File: src/design/tt_pkg.sv
`timescale 1ns / 1ps

package tt_pkg;

    typedef enum logic [2:0]
    {
        MODE_IDLE   = 3'd0,
        MODE_IDENT  = 3'd1,
        MODE_NUMBER = 3'd2,
        MODE_STRING = 3'd3,
        MODE_SYNTAX = 3'd4
    } mode_t;

    localparam logic [2:0] KIND_STRING  = 3'd0;
    localparam logic [2:0] KIND_IDENT   = 3'd1;
    localparam logic [2:0] KIND_SYNTAX  = 3'd2;
    localparam logic [2:0] KIND_NUMBER  = 3'd3;
    localparam logic [2:0] KIND_EOF     = 3'd4;
    localparam logic [2:0] KIND_NEWLINE = 3'd5;

    localparam logic [7:0] CHAR_NUL    = 8'h00;
    localparam logic [7:0] CHAR_LF     = 8'h0A;
    localparam logic [7:0] CHAR_QUOTE  = 8'h22;
    localparam logic [7:0] CHAR_LPAREN = 8'h28;
    localparam logic [7:0] CHAR_RPAREN = 8'h29;
    localparam logic [7:0] CHAR_DOT    = 8'h2E;

    localparam logic [15:0] COUNT_MAX = 16'hFFFF;

    typedef struct packed
    {
        logic       func;
        logic [7:0] text_byte;
    } in_word_t;

    typedef struct packed
    {
        logic [2:0]  token_kind;
        logic [15:0] begin_offset;
        logic [15:0] end_offset;
        logic [15:0] start_line;
        logic [15:0] start_column;
        logic        last_result;
    } out_word_t;

    typedef struct packed
    {
        logic [1:0] count;
        out_word_t  first;
        out_word_t  second;
    } scan_result_t;

endpackage

File: src/design/text_tokenizer.sv
`timescale 1ns / 1ps

// Channel  Role    Handshake                  Payload
// byte     input   byte_valid / byte_ready    tt_pkg::in_word_t  (func, text_byte)
// token    output  token_valid / token_ready  tt_pkg::out_word_t (token descriptor)
//
// A byte is taken into the input register, scanned combinationally from there, and its
// token words are registered into the result buffer when the scanner steps on it.
// One byte per cycle is sustained while token_ready is high; after a byte that gives two
// words, the next byte with words waits until the buffer pops its last word (one a cycle).
// Reset puts the scanner at offset 0, line 1, column 1 with no open token.
// A stalled token channel stops the scanner only when a byte has words to deliver.

module text_tokenizer #(
    parameter int POSITION_BITS = 16
) (
    input  logic              clk,
    input  logic              rst_n,
    input  logic              byte_valid,
    output logic              byte_ready,
    input  tt_pkg::in_word_t  byte_word,
    output logic              token_valid,
    input  logic              token_ready,
    output tt_pkg::out_word_t token_word
);

    logic                 in_valid_reg;
    tt_pkg::in_word_t     in_word_reg;
    tt_pkg::scan_result_t result;
    logic                 can_load;
    logic                 advance;

    assign advance    = in_valid_reg && ((result.count == 2'd0) || can_load);
    assign byte_ready = !in_valid_reg || advance;

    always_ff @(posedge clk or negedge rst_n)
    begin
        if (!rst_n)
        begin
            in_valid_reg <= 1'b0;
        end
        else if (byte_valid && byte_ready)
        begin
            in_valid_reg <= 1'b1;
        end
        else if (advance)
        begin
            in_valid_reg <= 1'b0;
        end
    end

    always_ff @(posedge clk)
    begin
        if (byte_valid && byte_ready)
        begin
            in_word_reg <= byte_word;
        end
    end

    tt_scanner #(
        .POSITION_BITS(POSITION_BITS)
    ) u_scanner (
        .clk    (clk),
        .rst_n  (rst_n),
        .step   (advance),
        .word   (in_word_reg),
        .result (result)
    );

    tt_result_buffer u_result_buffer (
        .clk         (clk),
        .rst_n       (rst_n),
        .load        (advance && (result.count != 2'd0)),
        .result      (result),
        .can_load    (can_load),
        .token_valid (token_valid),
        .token_ready (token_ready),
        .token_word  (token_word)
    );

endmodule

File: src/design/tt_scanner.sv
`timescale 1ns / 1ps

module tt_scanner #(
    parameter int POSITION_BITS = 16
) (
    input  logic                 clk,
    input  logic                 rst_n,
    input  logic                 step,
    input  tt_pkg::in_word_t     word,
    output tt_pkg::scan_result_t result
);

    localparam logic [POSITION_BITS-1:0] POS_MAX = {POSITION_BITS{1'b1}};

    tt_pkg::mode_t            mode_reg, mode_next;
    logic [POSITION_BITS-1:0] pos_reg, pos_next;
    logic [POSITION_BITS-1:0] tbeg_reg, tbeg_next;
    logic [15:0]              line_reg, line_next;
    logic [15:0]              col_reg, col_next;
    logic [15:0]              tline_reg, tline_next;
    logic [15:0]              tcol_reg, tcol_next;

    function automatic logic [15:0] sat16(input logic [POSITION_BITS-1:0] v);
        logic [31:0] w;
        w = 32'(v);
        return (|w[31:16]) ? 16'hFFFF : w[15:0];
    endfunction

    function automatic logic [POSITION_BITS-1:0] pos_inc(input logic [POSITION_BITS-1:0] v);
        return (v == POS_MAX) ? v : v + POSITION_BITS'(1);
    endfunction

    function automatic logic [15:0] count_inc(input logic [15:0] v);
        return (v == tt_pkg::COUNT_MAX) ? v : v + 16'd1;
    endfunction

    function automatic logic [2:0] mode_kind(input tt_pkg::mode_t m);
        logic [2:0] k;
        case (m)
            tt_pkg::MODE_IDENT:  k = tt_pkg::KIND_IDENT;
            tt_pkg::MODE_NUMBER: k = tt_pkg::KIND_NUMBER;
            tt_pkg::MODE_STRING: k = tt_pkg::KIND_STRING;
            default:             k = tt_pkg::KIND_SYNTAX;
        endcase
        return k;
    endfunction

    logic [7:0] c;
    logic       is_end, c_digit, c_alpha, c_alnum, c_space, c_nl, c_quote;
    logic       cont, quote_close, closing, opening;

    assign c       = word.text_byte;
    assign is_end  = word.func || (c == tt_pkg::CHAR_NUL);
    assign c_digit = (c >= 8'h30) && (c <= 8'h39);
    assign c_alpha = ((c >= 8'h61) && (c <= 8'h7A)) || ((c >= 8'h41) && (c <= 8'h5A));
    assign c_alnum = c_digit || c_alpha;
    assign c_space = (c == 8'h20) || ((c >= 8'h09) && (c <= 8'h0D));
    assign c_nl    = (c == tt_pkg::CHAR_LF);
    assign c_quote = (c == tt_pkg::CHAR_QUOTE);

    always_comb
    begin
        case (mode_reg)
            tt_pkg::MODE_IDENT:  cont = c_alnum;
            tt_pkg::MODE_NUMBER: cont = c_digit;
            tt_pkg::MODE_STRING: cont = !c_quote;
            tt_pkg::MODE_SYNTAX: cont = !c_space && !c_alnum && !c_quote
                                        && (c != tt_pkg::CHAR_RPAREN)
                                        && (c != tt_pkg::CHAR_DOT)
                                        && (c != tt_pkg::CHAR_LPAREN);
            default:             cont = 1'b0;
        endcase
    end

    assign quote_close = !is_end && (mode_reg == tt_pkg::MODE_STRING) && c_quote;
    assign closing     = (mode_reg != tt_pkg::MODE_IDLE) && (mode_reg != tt_pkg::MODE_STRING)
                         && !cont;
    assign opening     = (mode_reg == tt_pkg::MODE_IDLE) || closing;

    always_comb
    begin
        mode_next  = mode_reg;
        pos_next   = pos_reg;
        tbeg_next  = tbeg_reg;
        line_next  = line_reg;
        col_next   = col_reg;
        tline_next = tline_reg;
        tcol_next  = tcol_reg;
        if (is_end)
        begin
            mode_next  = tt_pkg::MODE_IDLE;
            pos_next   = '0;
            tbeg_next  = '0;
            line_next  = 16'd1;
            col_next   = 16'd1;
            tline_next = 16'd1;
            tcol_next  = 16'd1;
        end
        else
        begin
            if (quote_close)
            begin
                mode_next = tt_pkg::MODE_IDLE;
            end
            else if (opening)
            begin
                if (c_nl || c_space)
                begin
                    mode_next = tt_pkg::MODE_IDLE;
                end
                else
                begin
                    if (c_quote)
                    begin
                        mode_next = tt_pkg::MODE_STRING;
                    end
                    else if (c_alpha)
                    begin
                        mode_next = tt_pkg::MODE_IDENT;
                    end
                    else if (c_digit)
                    begin
                        mode_next = tt_pkg::MODE_NUMBER;
                    end
                    else
                    begin
                        mode_next = tt_pkg::MODE_SYNTAX;
                    end
                    tbeg_next  = pos_reg;
                    tline_next = line_reg;
                    tcol_next  = col_reg;
                end
            end
            if (c_nl)
            begin
                line_next = count_inc(line_reg);
                col_next  = 16'd1;
            end
            else
            begin
                col_next = count_inc(col_reg);
            end
            pos_next = pos_inc(pos_reg);
        end
    end

    always_comb
    begin
        tt_pkg::out_word_t open_word, eof_word, nl_word;

        open_word.token_kind   = mode_kind(mode_reg);
        open_word.begin_offset = sat16(tbeg_reg);
        open_word.end_offset   = quote_close ? sat16(pos_inc(pos_reg)) : sat16(pos_reg);
        open_word.start_line   = tline_reg;
        open_word.start_column = tcol_reg;
        open_word.last_result  = 1'b0;

        eof_word.token_kind   = tt_pkg::KIND_EOF;
        eof_word.begin_offset = sat16(pos_reg);
        eof_word.end_offset   = sat16(pos_reg);
        eof_word.start_line   = line_reg;
        eof_word.start_column = col_reg;
        eof_word.last_result  = 1'b1;

        nl_word.token_kind   = tt_pkg::KIND_NEWLINE;
        nl_word.begin_offset = sat16(pos_reg);
        nl_word.end_offset   = sat16(pos_inc(pos_reg));
        nl_word.start_line   = line_reg;
        nl_word.start_column = col_reg;
        nl_word.last_result  = 1'b1;

        result.count  = 2'd0;
        result.first  = open_word;
        result.second = eof_word;

        if (is_end)
        begin
            if (mode_reg != tt_pkg::MODE_IDLE)
            begin
                result.count = 2'd2;
            end
            else
            begin
                result.count = 2'd1;
                result.first = eof_word;
            end
        end
        else if (quote_close)
        begin
            result.count             = 2'd1;
            result.first.last_result = 1'b1;
        end
        else if (closing && c_nl)
        begin
            result.count  = 2'd2;
            result.second = nl_word;
        end
        else if (closing)
        begin
            result.count             = 2'd1;
            result.first.last_result = 1'b1;
        end
        else if (opening && c_nl)
        begin
            result.count = 2'd1;
            result.first = nl_word;
        end
    end

    always_ff @(posedge clk or negedge rst_n)
    begin
        if (!rst_n)
        begin
            mode_reg  <= tt_pkg::MODE_IDLE;
            pos_reg   <= '0;
            tbeg_reg  <= '0;
            line_reg  <= 16'd1;
            col_reg   <= 16'd1;
            tline_reg <= 16'd1;
            tcol_reg  <= 16'd1;
        end
        else if (step)
        begin
            mode_reg  <= mode_next;
            pos_reg   <= pos_next;
            tbeg_reg  <= tbeg_next;
            line_reg  <= line_next;
            col_reg   <= col_next;
            tline_reg <= tline_next;
            tcol_reg  <= tcol_next;
        end
    end

    a_line_nonzero: assert property (@(posedge clk) disable iff (!rst_n)
        (line_reg != 16'd0) && (col_reg != 16'd0))
        else $error("line or column counter reached zero");

    a_begin_not_ahead: assert property (@(posedge clk) disable iff (!rst_n)
        (mode_reg != tt_pkg::MODE_IDLE) |-> (tbeg_reg <= pos_reg))
        else $error("open token begins after the current offset");

    a_end_resets: assert property (@(posedge clk) disable iff (!rst_n)
        (step && is_end) |=> (mode_reg == tt_pkg::MODE_IDLE) && (pos_reg == '0))
        else $error("end of text did not return the scanner to its start state");

endmodule

File: src/design/tt_result_buffer.sv
`timescale 1ns / 1ps

module tt_result_buffer (
    input  logic                 clk,
    input  logic                 rst_n,
    input  logic                 load,
    input  tt_pkg::scan_result_t result,
    output logic                 can_load,
    output logic                 token_valid,
    input  logic                 token_ready,
    output tt_pkg::out_word_t    token_word
);

    logic [1:0]        cnt_reg;
    tt_pkg::out_word_t slot0_reg;
    tt_pkg::out_word_t slot1_reg;
    logic              pop;

    assign token_valid = (cnt_reg != 2'd0);
    assign token_word  = slot0_reg;
    assign pop         = token_valid && token_ready;
    assign can_load    = (cnt_reg == 2'd0) || ((cnt_reg == 2'd1) && pop);

    always_ff @(posedge clk or negedge rst_n)
    begin
        if (!rst_n)
        begin
            cnt_reg <= 2'd0;
        end
        else if (load)
        begin
            cnt_reg <= result.count;
        end
        else if (pop)
        begin
            cnt_reg <= cnt_reg - 2'd1;
        end
    end

    always_ff @(posedge clk)
    begin
        if (load)
        begin
            slot0_reg <= result.first;
            slot1_reg <= result.second;
        end
        else if (pop)
        begin
            slot0_reg <= slot1_reg;
        end
    end

    a_count_range: assert property (@(posedge clk) disable iff (!rst_n)
        cnt_reg != 2'd3)
        else $error("result buffer holds more than two words");

    a_load_has_room: assert property (@(posedge clk) disable iff (!rst_n)
        load |-> can_load)
        else $error("result buffer loaded while still occupied");

    a_pair_order: assert property (@(posedge clk) disable iff (!rst_n)
        (cnt_reg == 2'd2) |-> (!slot0_reg.last_result && slot1_reg.last_result))
        else $error("word pair has its last mark in the wrong place");

endmodule
File: config.mk
export PLATFORM = sky130hd
export DESIGN_NAME = text_tokenizer
export DESIGN_NICKNAME = d
export VERILOG_FILES = /design/src/design/tt_pkg.sv /design/src/design/text_tokenizer.sv /design/src/design/tt_scanner.sv /design/src/design/tt_result_buffer.sv
export SDC_FILE = /design/constraint.sdc
export NUM_CORES = 1
export LEC_CHECK = 0
export ABC_AREA = 1
export BUFFER_PORTS_ARGS = -buffer_cell sky130_fd_sc_hd__buf_2
export CORE_MARGIN = 3
export CORE_UTILIZATION = 35
export CTS_BUF_LIST = sky130_fd_sc_hd__clkbuf_4
export DETAILED_ROUTE_END_ITERATION = 12
export GPL_TIMING_DRIVEN = 0
export PLACE_DENSITY_LB_ADDON = 0.1
export SLEW_MARGIN = 25
export SYNTH_ARGS = -nofsm -noshare
export SYNTH_HDL_FRONTEND = slang
export SYNTH_SLANG_ARGS = --single-unit
File: constraint.sdc
create_clock -name clk -period 3.95 [get_ports clk]
set_clock_uncertainty 0.15 [all_clocks]
set_input_delay 0.79 -clock clk [delete_from_list [all_inputs] [get_ports clk]]
set_output_delay 0.79 -clock clk [all_outputs]
set_load 0.1 [all_outputs]
# Word level (Yosys, flattened, before mapping)
# Index checks and enable logic that the tools add are counted.
[word_totals]
ff_bits = 247
in_bits = 13
out_inout_bits = 70
wordCells = 157
[classes]
addsub = 4
order_cmp = 8
n_eq_ne = 19
muxes = 51
reduce_logical = 52
[op_table]
columns = ["op", "count"]
rows = [
  ["$mux 16", 21],
  ["$mux 68", 4],
  ["$mux 67", 2],
  ["$mux 65", 2],
  ["$mux 70", 1],
  ["$mux 69", 1],
  ["$mux 66", 1],
  ["$add 16x1->16 const B", 3],
  ["$eq 16x16->1 const B", 3],
  ["$ne 8x6->1 const B", 3],
  ["$mux 3", 7],
  ["$logic_and 1x1->1", 20],
  ["$eq 8x6->1 const B", 2],
  ["$ge 8x7->1 const B", 2],
  ["$le 8x7->1 const B", 2],
  ["$mux 2", 6],
  ["$reduce_bool 2->1", 6],
  ["$logic_or 1x1->1", 9],
  ["$eq 8x4->1 const B", 1],
  ["$ge 8x4->1 const B", 1],
  ["$ge 8x6->1 const B", 1],
  ["$le 8x4->1 const B", 1],
  ["$le 8x6->1 const B", 1],
  ["$logic_not 8->1", 1],
  ["other kinds (19)", 33],
]

# Longest topological paths before layout
# Gate-level depths: netlist of run 1.
[depth]
ltp_word = 26
depth_mapped = 17
mapped_depth_nobuf = 16

# Hierarchy
# A second synthesis of run 1 with hierarchy kept.
[unflattened]
hier_cells = 1389
area_unflattened_um2 = 12479.5
[modules_own_cells]
columns = ["mod", "n_inst", "cells_each", "area_per_inst_um2", "seq_area_each_um2"]
rows = [
  ["tt_scanner", 1, 991, 7021.7, 2482.4],
  ["tt_result_buffer", 1, 377, 5104.9, 4134.0],
  ["text_tokenizer", 1, 21, 352.8, 295.3],
]

# Worst setup path before layout of run 1
# No wires, ideal clock.
[synth_path]
path_type = "register -> register"
startpoint = "register in_word_reg[0] (netlist name)"
endpoint = "register u_result_buffer.slot0_reg, in the netlist u_result_buffer.token_word[0], enable pin"
setup_ns = 0.429
arrival_ns = 3.169
required_ns = 3.371
slack_ns = 0.202
path_stages_with_launch = 13
n_path_buf = 1
period_less_slack_ns = 3.748
cell_sequence = "edfxtp_1 > inv_1 > nand2_1 > nor3_1 > nand2_1 > nand2_1 > nand2_1 > a21oi_1 > nand3_2 > o2111ai_4 > nand3_4 > buf_2 > nand2_1"
[synth_between]
elab_chain_cells = 25
elab_cells_between_ends = 51
classes_between = "8 x order compare; 6 x eq/ne; 6 x mux; 31 x reduce/logical"
[synth_lines]
columns = ["element", "line_no", "source"]
rows = [
  ["start: declaration", "text_tokenizer.sv:28", "tt_pkg::in_word_t in_word_reg;"],
  ["start signal: assignment", "text_tokenizer.sv:56", "in_word_reg <= byte_word;"],
  ["$ge 8x7->1 / $le 8x7->1 (equally long branches)", "tt_scanner.sv:55", "assign c_alpha = ((c >= 8'h61) && (c <= 8'h7A)) || ((c >= 8'h41) && (c <= 8'h5A));"],
  ["$logic_and 1x1->1", "tt_scanner.sv:55", ""],
  ["$logic_or 1x1->1", "tt_scanner.sv:55", ""],
  ["$logic_or 1x1->1", "tt_scanner.sv:56", "assign c_alnum = c_digit || c_alpha;"],
  ["$logic_not 1->1", "tt_scanner.sv:67", "tt_pkg::MODE_SYNTAX: cont = !c_space && !c_alnum && !c_quote"],
  ["$logic_and 1x1->1 (2 in series)", "tt_scanner.sv:67", ""],
  ["$logic_and 1x1->1", "tt_scanner.sv:68", "&& (c != tt_pkg::CHAR_RPAREN)"],
  ["$logic_and 1x1->1", "tt_scanner.sv:69", "&& (c != tt_pkg::CHAR_DOT)"],
  ["[... 8 more ...]", "n/a", ""],
  ["$mux 2", "tt_scanner.sv:193", "else if (closing && c_nl)"],
  ["$mux 2", "tt_scanner.sv:188", "else if (quote_close)"],
  ["$mux 70 (*)", "tt_scanner.sv:176", "if (is_end)"],
  ["$logic_not 2->1", "text_tokenizer.sv:33", "assign advance = in_valid_reg && ((result.count == 2'd0) || can_load);"],
  ["$logic_or 1x1->1", "text_tokenizer.sv:33", ""],
  ["$logic_and 1x1->1", "text_tokenizer.sv:33", ""],
  ["$logic_and 1x1->1 (*)", "text_tokenizer.sv:73", ".load (advance && (result.count != 2'd0)),"],
  ["$reduce_bool 2->1 (no source line) (*)", "n/a", ""],
  ["end signal: assignment", "tt_result_buffer.sv:44", "slot0_reg <= result.first;"],
  ["end signal: assignment", "tt_result_buffer.sv:49", "slot0_reg <= slot1_reg;"],
  ["end: declaration", "tt_result_buffer.sv:15", "tt_pkg::out_word_t slot0_reg;"],
]
# Mark *: on every way between the ends. The rest lies on a longest branch, timed or not.
# A chain may end at the register's enable or synchronous reset.

# Worst setup path after layout of run 1
[layout_path]
startpoint = "register in_word_reg[6] (netlist name)"
endpoint = "output port byte_ready"
[layout_between]
elab_chain_cells = 24
elab_cells_between_ends = 49
classes_between = "8 x order compare; 6 x eq/ne; 6 x mux; 29 x reduce/logical"
[layout_lines]
columns = ["element", "line_no", "source"]
rows = [
  ["$ge 8x7->1 / $le 8x7->1 (equally long branches)", "tt_scanner.sv:55", ""],
  ["$logic_and 1x1->1", "tt_scanner.sv:55", ""],
  ["$logic_or 1x1->1", "tt_scanner.sv:55", ""],
  ["$logic_or 1x1->1", "tt_scanner.sv:56", ""],
  ["$logic_not 1->1", "tt_scanner.sv:67", ""],
  ["$logic_and 1x1->1 (2 in series)", "tt_scanner.sv:67", ""],
  ["$logic_and 1x1->1", "tt_scanner.sv:68", ""],
  ["$logic_and 1x1->1", "tt_scanner.sv:69", ""],
  ["[... 7 more ...]", "n/a", ""],
  ["$mux 2", "tt_scanner.sv:198", "else if (closing)"],
  ["$mux 2", "tt_scanner.sv:193", ""],
  ["$mux 2", "tt_scanner.sv:188", ""],
  ["$mux 70 (*)", "tt_scanner.sv:176", ""],
  ["$logic_not 2->1 (*)", "text_tokenizer.sv:33", ""],
  ["$logic_or 1x1->1 (*)", "text_tokenizer.sv:33", ""],
  ["$logic_and 1x1->1 (*)", "text_tokenizer.sv:33", ""],
  ["$logic_or 1x1->1 (*)", "text_tokenizer.sv:34", "assign byte_ready = !in_valid_reg || advance;"],
  ["end: declaration", "text_tokenizer.sv:20", "output logic byte_ready,"],
]
# Marked as above.

==> results of run 1 <==
-- repair_timing --
| action | in CTS | in global routing |
|---|---|---|
| hold buffers | 1 | 0 |
| endpoints found under the setup margin | 1 | 1 |
| buffers inserted | 1 | 2 |
| pin swaps | 2 | 1 |
| resized for setup | 2 | 5 |
| hold endpoints to repair | 49 | 0 |
-- synth_stat cells (2+ instances only) --
cell type	instances
sky130_fd_sc_hd__or2_2	7
sky130_fd_sc_hd__nand3_2	2
sky130_fd_sc_hd__inv_2	5
sky130_fd_sc_hd__edfxtp_1	142
sky130_fd_sc_hd__a22oi_1	19
sky130_fd_sc_hd__dfrtp_1	98
sky130_fd_sc_hd__o21ai_0	134
sky130_fd_sc_hd__clkbuf_1	51
sky130_fd_sc_hd__o211ai_1	3
sky130_fd_sc_hd__o21ai_1	76
sky130_fd_sc_hd__nand4_1	12
sky130_fd_sc_hd__nor3_1	17
sky130_fd_sc_hd__inv_1	81
sky130_fd_sc_hd__a21boi_0	2
sky130_fd_sc_hd__nand2_1	472
sky130_fd_sc_hd__nand3b_1	2
sky130_fd_sc_hd__nor4_1	5
sky130_fd_sc_hd__o22ai_1	2
sky130_fd_sc_hd__nor2_1	81
sky130_fd_sc_hd__a21oi_1	14
sky130_fd_sc_hd__buf_2	22
sky130_fd_sc_hd__a221oi_1	8
sky130_fd_sc_hd__o221ai_1	4
sky130_fd_sc_hd__a31oi_1	2
sky130_fd_sc_hd__dfstp_2	4
sky130_fd_sc_hd__buf_4	5
sky130_fd_sc_hd__xor2_1	19
sky130_fd_sc_hd__ha_1	5
sky130_fd_sc_hd__nand3_1	80
sky130_fd_sc_hd__buf_1	2
-- final cells by class --
type / count / area (sq um)
multi-input cells: 976 / 4564
clock buffers: 115 / 863.3
fillers: 3450 / 19600
flip-flops and latches: 244 / 6822
diodes: 1 / 2.502
clock inverters: 18 / 68.82
plain buffers: 81 / 364.1
repair buffers: 89 / 534.3
inverters: 86 / 322.8
well taps: 448 / 560.5
-- worst max-delay path, stage by stage, from the launching register on --
cell and delay, ns:
sky130_fd_sc_hd__edfxtp_1 0.38, sky130_fd_sc_hd__nor2_1 0.15, sky130_fd_sc_hd__nand2_1 0.17, sky130_fd_sc_hd__nor3_4 0.33, sky130_fd_sc_hd__inv_2 0.20, sky130_fd_sc_hd__o2111ai_4 0.35
sky130_fd_sc_hd__nand3_2 0.22, sky130_fd_sc_hd__buf_8 0.25
-- metrics by stage --
stage          setup TNS [ns]  instances
2_1_floorplan               0       1387
3_3_place_gp          -113.13       1917
3_5_place_dp                0       1920
4_1_cts                     0       2055
5_1_grt                     0       2058
6_report                    0       2058
-- cells by family (layout without fill, tap and decap cells) --
kind of cell	Yosys count	after routing	share of synthesized area, %
flops	244	244	56.65
fa+ha+maj	5	5	0.5195
other cells	0	1	0
compound gates	269	269	12.48
simple gates	683	683	23.32
buf+inv	167	389	5.653
xor+xnor	19	19	1.382
-- worst max-delay path by stage --
stage	start	to	cells after the start
6_report	in_word_reg[6]	byte_ready	7
5_1_grt	in_word_reg[1]	byte_ready	12
4_1_cts	in_word_reg[3]	byte_ready	8
3_5_place_dp	in_word_reg[6]	u_result_buffer.token_word[4]	9
3_3_place_gp	in_word_reg[6]	u_result_buffer.token_word[49]	8
2_1_floorplan	in_word_reg[0]	u_result_buffer.token_word[0]	12
-- per-layer routing --
layer  global-route usage [%]  routed length (um)
met1                    30.04               17920
met2                    31.20               16470
met3                    4.126                2543
met4                    8.129                 871
met5                        0                   0
-- power groups by stage --
stage               clock, uW  combinational, uW  sequential [uW]
finish                   2450               5650             3800
global route             2680               5970             3870
CTS                      2550               5660             3810
detailed placement          0               5640             3850
global placement            0               5570             3890
floorplan                   0               1830             6180
==> metrics, run 1 <==
DRT iter0 DRCs 906; share of total power in the clock network 20.6%; critical path data required time 3.01 ns; FP Rows 67; via count of the first global-routing pass 9900; leading cell type in the layout, fill and taps excluded sky130_fd_sc_hd__nand2_1; largest buffer count on any clock path 3; Synth Flop Type sky130_fd_sc_hd__edfxtp_1; Port Buffer Count 82; setup violators final 0; effective utilization at floorplan 35.73%; GR Util All Layers 20.94%; setup slack of the critical path after layout 0.2419 ns; sequential element share of the synthesized area 56.65%; Post-Syn Instances 1387; CTS tree built; worst reg2reg setup slack 0.55 ns; largest net degree at the start of global routing 59; count of flip-flops with a built-in enable after synthesis 142; ANT nets after route 0; leakage power 0.005940 uW; clock period minus final worst setup slack 3.708 ns; highest fanout seen on the critical path 7; via count normalized by instance count 5.019; top library cells by usage in the layout, fill and taps aside sky130_fd_sc_hd__nand2_1, sky130_fd_sc_hd__edfxtp_1, sky130_fd_sc_hd__o21ai_0, sky130_fd_sc_hd__clkbuf_4, sky130_fd_sc_hd__buf_2; worst r2r src in_word_reg[1]; worst hold slack 0.09126 ns; number of failing hold endpoints at the final stage 0; clock-pin transition on the worst setup and hold timing paths 0.06 ns; Peak Freq 269.7 MHz; Slew headroom 41.21%; fraction of post-synthesis cell area in the top cell type by area 35.41%; proportion of register bits with asynchronous set or reset after synthesis 41.80%; number of flip-flops under the largest register name 68; unrepaired setup endpoints after global routing false; worst hold path endpoint in_word_reg[7]; share of power burned in registers 32.0%; drt total wl 37800 um; share of power burned in combinational logic 47.5%; post-route core utilization 41.85%; dpl cell area 0.01311 sq mm; Synthesized Nets 1405; Setup Crit Path Kind reg2out; area of the die 0.03667 sq mm; average wire length per cell after detail routing 18.37 um; post-synthesis average cell area 8.682 sq um; clock insertion delay at the later pin of the skew report 0.74 ns; Synth area leaders sky130_fd_sc_hd__edfxtp_1, sky130_fd_sc_hd__dfrtp_1, sky130_fd_sc_hd__nand2_1; Final Wtd Congestion 0.9026; worst IR drop on VDD 743.1 uV; routed vias 10.33k; DPL Wire Length 25260 um; leftover overflow at the end of global routing 0; type of the tightest min-delay check in2reg; transition time of the tightest slew-check pin 0.8819 ns; number of distinct standard cells referenced by the synthesized netlist 41; CTS HTree Levels 3; FF-to-FF path depth 10; Pwr Density 844.1 mW/mm^2; number of nets in the final layout 1569; switching power share of the total 51.57%; CP Capture Type primary output; PnR Total Power 11900 uW; source of the worst hold timing path byte_word[7]; core region area 0.03370 sq mm; CP arrival 2.77 ns; CTS Root Cell sky130_fd_sc_hd__clkbuf_4; number of max-slew violations in the final report 0; post-synthesis cell type with the largest combined area sky130_fd_sc_hd__edfxtp_1; synth-to-layout area growth 17.11%; internal power component 5766 uW; reported max-cap violation count 0; horizontal extent of the die 191.5 um; detailed-routing iteration count for the pre-antenna-repair pass 7; pre-CTS WS 0.3961 ns; register bit count reported by yosys 244; hold depth 1; Post-Layout Inst Area 0.01410 sq mm; destination of the worst register-to-register timing path u_result_buffer.token_word[19]; antenna violations before repair 2; number of clock sinks 244; switching power total 6139 uW; layout cell share with drive strength beyond 1 16.53%; drt drc 0; IO Pins 83; first-pass GRT wire length 58410 um; number of warnings printed during yosys synthesis 0; number of clock buffers inserted by TritonCTS 73; outcome finished, final reports clean; post-synthesis instance area 0.01204 sq mm; Critical Path Source Type flop; final critical-path share of the clock period 93.88%; die boundary height 191.5 um
Note: power is estimated with default switching activity, not from simulation.
==> run 2: changes to the inputs <==
--- a/config.mk
+++ b/config.mk
@@ -5,11 +5,11 @@
 export SDC_FILE = /design/constraint.sdc
 export NUM_CORES = 1
 export LEC_CHECK = 0
-export ABC_AREA = 1
 export BUFFER_PORTS_ARGS = -buffer_cell sky130_fd_sc_hd__buf_2
 export CORE_MARGIN = 3
 export CORE_UTILIZATION = 35
 export CTS_BUF_LIST = sky130_fd_sc_hd__clkbuf_4
+export CTS_CLUSTER_DIAMETER = 40
 export DETAILED_ROUTE_END_ITERATION = 12
 export GPL_TIMING_DRIVEN = 0
 export PLACE_DENSITY_LB_ADDON = 0.1
==> run 2 against run 1 <==
Against the previous run:
- cell count down 24%
- highest routed layer unchanged
- synthesized area shrank 8.6%
- worst hold slack better by 0.057 ns
- die area is 8.4% lower
- non-clock buffer count is 14 lower
- critical path type unchanged
- largest cell class unchanged
- first-iteration DRC count fell by 31%
- synthesized cell count is 31% lower
- via count fell by 21%
- core utilization increased by 0.48 points
- sequential cell count stayed put
==> metrics, run 2 <==
outcome finished, final reports clean; type of the tightest min-delay check in2reg; antenna violations before repair 1 (-1); worst hold path endpoint in_word_reg[5]; destination of the worst register-to-register timing path u_result_buffer.token_word[59]; number of failing hold endpoints at the final stage 0 (unchanged); horizontal extent of the die 183.3 um (-4.3%); ANT nets after route 0 (unchanged); Slew headroom 43.79% (+2.6 points); CTS tree built; critical path data required time 3.01 ns (about the same); CTS Root Cell sky130_fd_sc_hd__clkbuf_4; number of clock sinks 244 (unchanged); Synth Flop Type sky130_fd_sc_hd__edfxtp_1; count of flip-flops with a built-in enable after synthesis 142 (unchanged); Setup Crit Path Kind reg2out; FF-to-FF path depth 10 (unchanged); Synthesized Nets 970 (-31%); number of distinct standard cells referenced by the synthesized netlist 57 (+39%); top post-synthesis cells by count sky130_fd_sc_hd__edfxtp_1, sky130_fd_sc_hd__nor2_1, sky130_fd_sc_hd__a21oi_1; top library cells by usage in the layout, fill and taps aside sky130_fd_sc_hd__edfxtp_1, sky130_fd_sc_hd__clkbuf_4, sky130_fd_sc_hd__nor2_1, sky130_fd_sc_hd__buf_2, sky130_fd_sc_hd__a21oi_1; number of warnings printed during yosys synthesis 0 (unchanged); Final Wtd Congestion 0.8299 (-8.1%); leading cell type in the layout, fill and taps excluded sky130_fd_sc_hd__edfxtp_1; first-pass GRT wire length 47090 um (-19%); reported max-cap violation count 0 (unchanged); fraction of post-synthesis cell area in the top cell type by area 38.75% (+3.3 points); Post-Layout Inst Area 0.01302 sq mm (-7.7%); area of the die 0.03360 sq mm (-8.4%); drt drc 0 (unchanged); routed vias 8198 (-21%); Port Buffer Count 82 (unchanged); Peak Freq 264.3 MHz (-2.0%); drt total wl 29220 um (-23%); final critical-path share of the clock period 95.78% (+1.9 points); largest buffer count on any clock path 3 (unchanged); detailed-routing iteration count for the pre-antenna-repair pass 5 (-2); Critical Path Source Type flop; worst reg2reg setup slack 0.18 ns (-0.37 ns); via count of the first global-routing pass 8239 (-17%); CTS HTree Levels 3 (unchanged); sequential element share of the synthesized area 62.00% (+5.3 points); clock-pin transition on the worst setup and hold timing paths 0.06 ns (about the same); GRT met2 Usage 26.48% (-4.7 points); register bit count reported by yosys 244 (unchanged); unrepaired setup endpoints after global routing false; average wire length per cell after detail routing 18.63 um (+1.4%); setup violators final 0 (unchanged); layer with the highest usage met2; DPL Wire Length 18880 um (-25%); dpl cell area 0.01201 sq mm (-8.4%); proportion of register bits with asynchronous set or reset after synthesis 41.80% (unchanged); synth-to-layout area growth 18.30%; number of clock buffers inserted by TritonCTS 70 (-4.1%); number of nets in the final layout 1130 (-28%); via count normalized by instance count 5.228 (+4.2%); hold depth 1 (unchanged); Post-Syn Instances 952 (-31%); clock insertion delay at the later pin of the skew report 0.68 ns (-0.06 ns); post-synthesis average cell area 11.56 sq um (+33%); pre-CTS WS -0.04645 ns (-0.4426 ns); CP arrival 2.84 ns (+0.07 ns); largest net degree at the start of global routing 60 (+1.7%); setup slack of the critical path after layout 0.1668 ns (-0.07511 ns); layout cell share with drive strength beyond 1 22.54% (+6.0 points); worst r2r src in_word_reg[1]; post-synthesis cell type with the largest combined area sky130_fd_sc_hd__edfxtp_1; transition time of the tightest slew-check pin 0.8344 ns (-0.04751 ns); FP Rows 64 (-4.5%); GR Util All Layers 17.79% (-3.2 points); die boundary height 183.3 um (-4.3%); core region area 0.03075 sq mm (-8.8%); clock period minus final worst setup slack 3.783 ns (+0.07510 ns); Synth area leaders sky130_fd_sc_hd__edfxtp_1, sky130_fd_sc_hd__dfrtp_1, sky130_fd_sc_hd__mux2i_1; number of max-slew violations in the final report 0 (unchanged); CP Capture Type primary output; post-synthesis instance area 0.01100 sq mm (-8.6%); IO Pins 83 (unchanged); most common cell in the netlist sky130_fd_sc_hd__edfxtp_1; GR Util met1 25.70% (-4.3 points); leftover overflow at the end of global routing 0 (unchanged); GR Util met3 3.630% (-0.50 points); highest fanout seen on the critical path 10 (+3); effective utilization at floorplan 35.78% (+0.051 points); number of flip-flops under the largest register name 68 (unchanged); source of the worst hold timing path byte_word[5]; DRT iter0 DRCs 626 (-31%)
run 2: how the worst max path moves through the flow:
stage | start | end | cells after the start
after floorplan | in_word_reg[1] | u_result_buffer.token_word[56] | 9
after global placement | in_word_reg[4] | u_result_buffer.token_word[59] | 9
after detailed placement | in_word_reg[4] | u_result_buffer.token_word[59] | 10
after CTS | in_word_reg[0] | u_result_buffer.token_word[59] | 9
after global routing | in_word_reg[0] | byte_ready | 7
final | in_word_reg[1] | byte_ready | 8
run 2: cell type report:
type	count	area [sq um]
well taps	396	495.5
flip-flops and latches	244	6822
inverters	18	67.56
diodes	5	12.51
plain buffers	68	317.8
multi-input cells	622	3855
clock inverters	17	93.84
fillers	3055	17730
repair buffers	88	526.8
clock buffers	110	825.8
run 2: cells by family (layout without fill, tap and decap cells):
family,after synthesis,in the layout,synth area share [%]
xor gates and xnor gates,19,19,1.512
AOI/OAI and AO/OA,261,261,14.79
and+or+nand+nor,280,280,12.44
adders and majority gates,5,5,0.5686
other,0,5,0
DFF,244,244,62.00
buffers and inverters,86,301,3.434
muxes,57,57,5.254
run 2: timing repair:
| item | CTS | global route |
|---|---|---|
| setup buffers | 0 | 2 |
| gates resized for setup | 6 | 4 |
| setup endpoints to repair | 2 | 30 |
| pin swaps | 0 | 1 |
| hold buffers | 1 | 0 |
| hold endpoints to repair | 41 | 0 |
run 2: stage by stage:
step	instances	setup TNS, ns	hold WS [ns]	util, %
after floorplan	952	0	0.2696	-
after global placement	1430	-80.50	0.2744	38.74
after detailed placement	1433	-0.04645	0.2782	39.05
after CTS	1561	0	0.08732	42.18
after global routing	1568	0	0.09937	42.33
final	1568	0	0.1480	42.33
run 2: metal layers:
metal | up-vias | share of wire (%)
met4 | 0 | 2.4
met2 | 251 | 44
li1 | 3895 | -
met1 | 3989 | 48
met5 | - | 0
met3 | 63 | 5.8
run 2: critical path: stages, from the launching register on:
cell and delay (ns):
sky130_fd_sc_hd__edfxtp_1 0.38, sky130_fd_sc_hd__buf_6 0.15, sky130_fd_sc_hd__or4_4 0.51, sky130_fd_sc_hd__o221ai_2 0.26
sky130_fd_sc_hd__and3_4 0.26, sky130_fd_sc_hd__a31o_4 0.20, sky130_fd_sc_hd__a21oi_4 0.08, sky130_fd_sc_hd__inv_1 0.06
sky130_fd_sc_hd__buf_4 0.28
Power of run 2 is left out: the tool's default activity adds up to more than one toggle a clock period on the data nets, which glitch-free logic cannot reach.
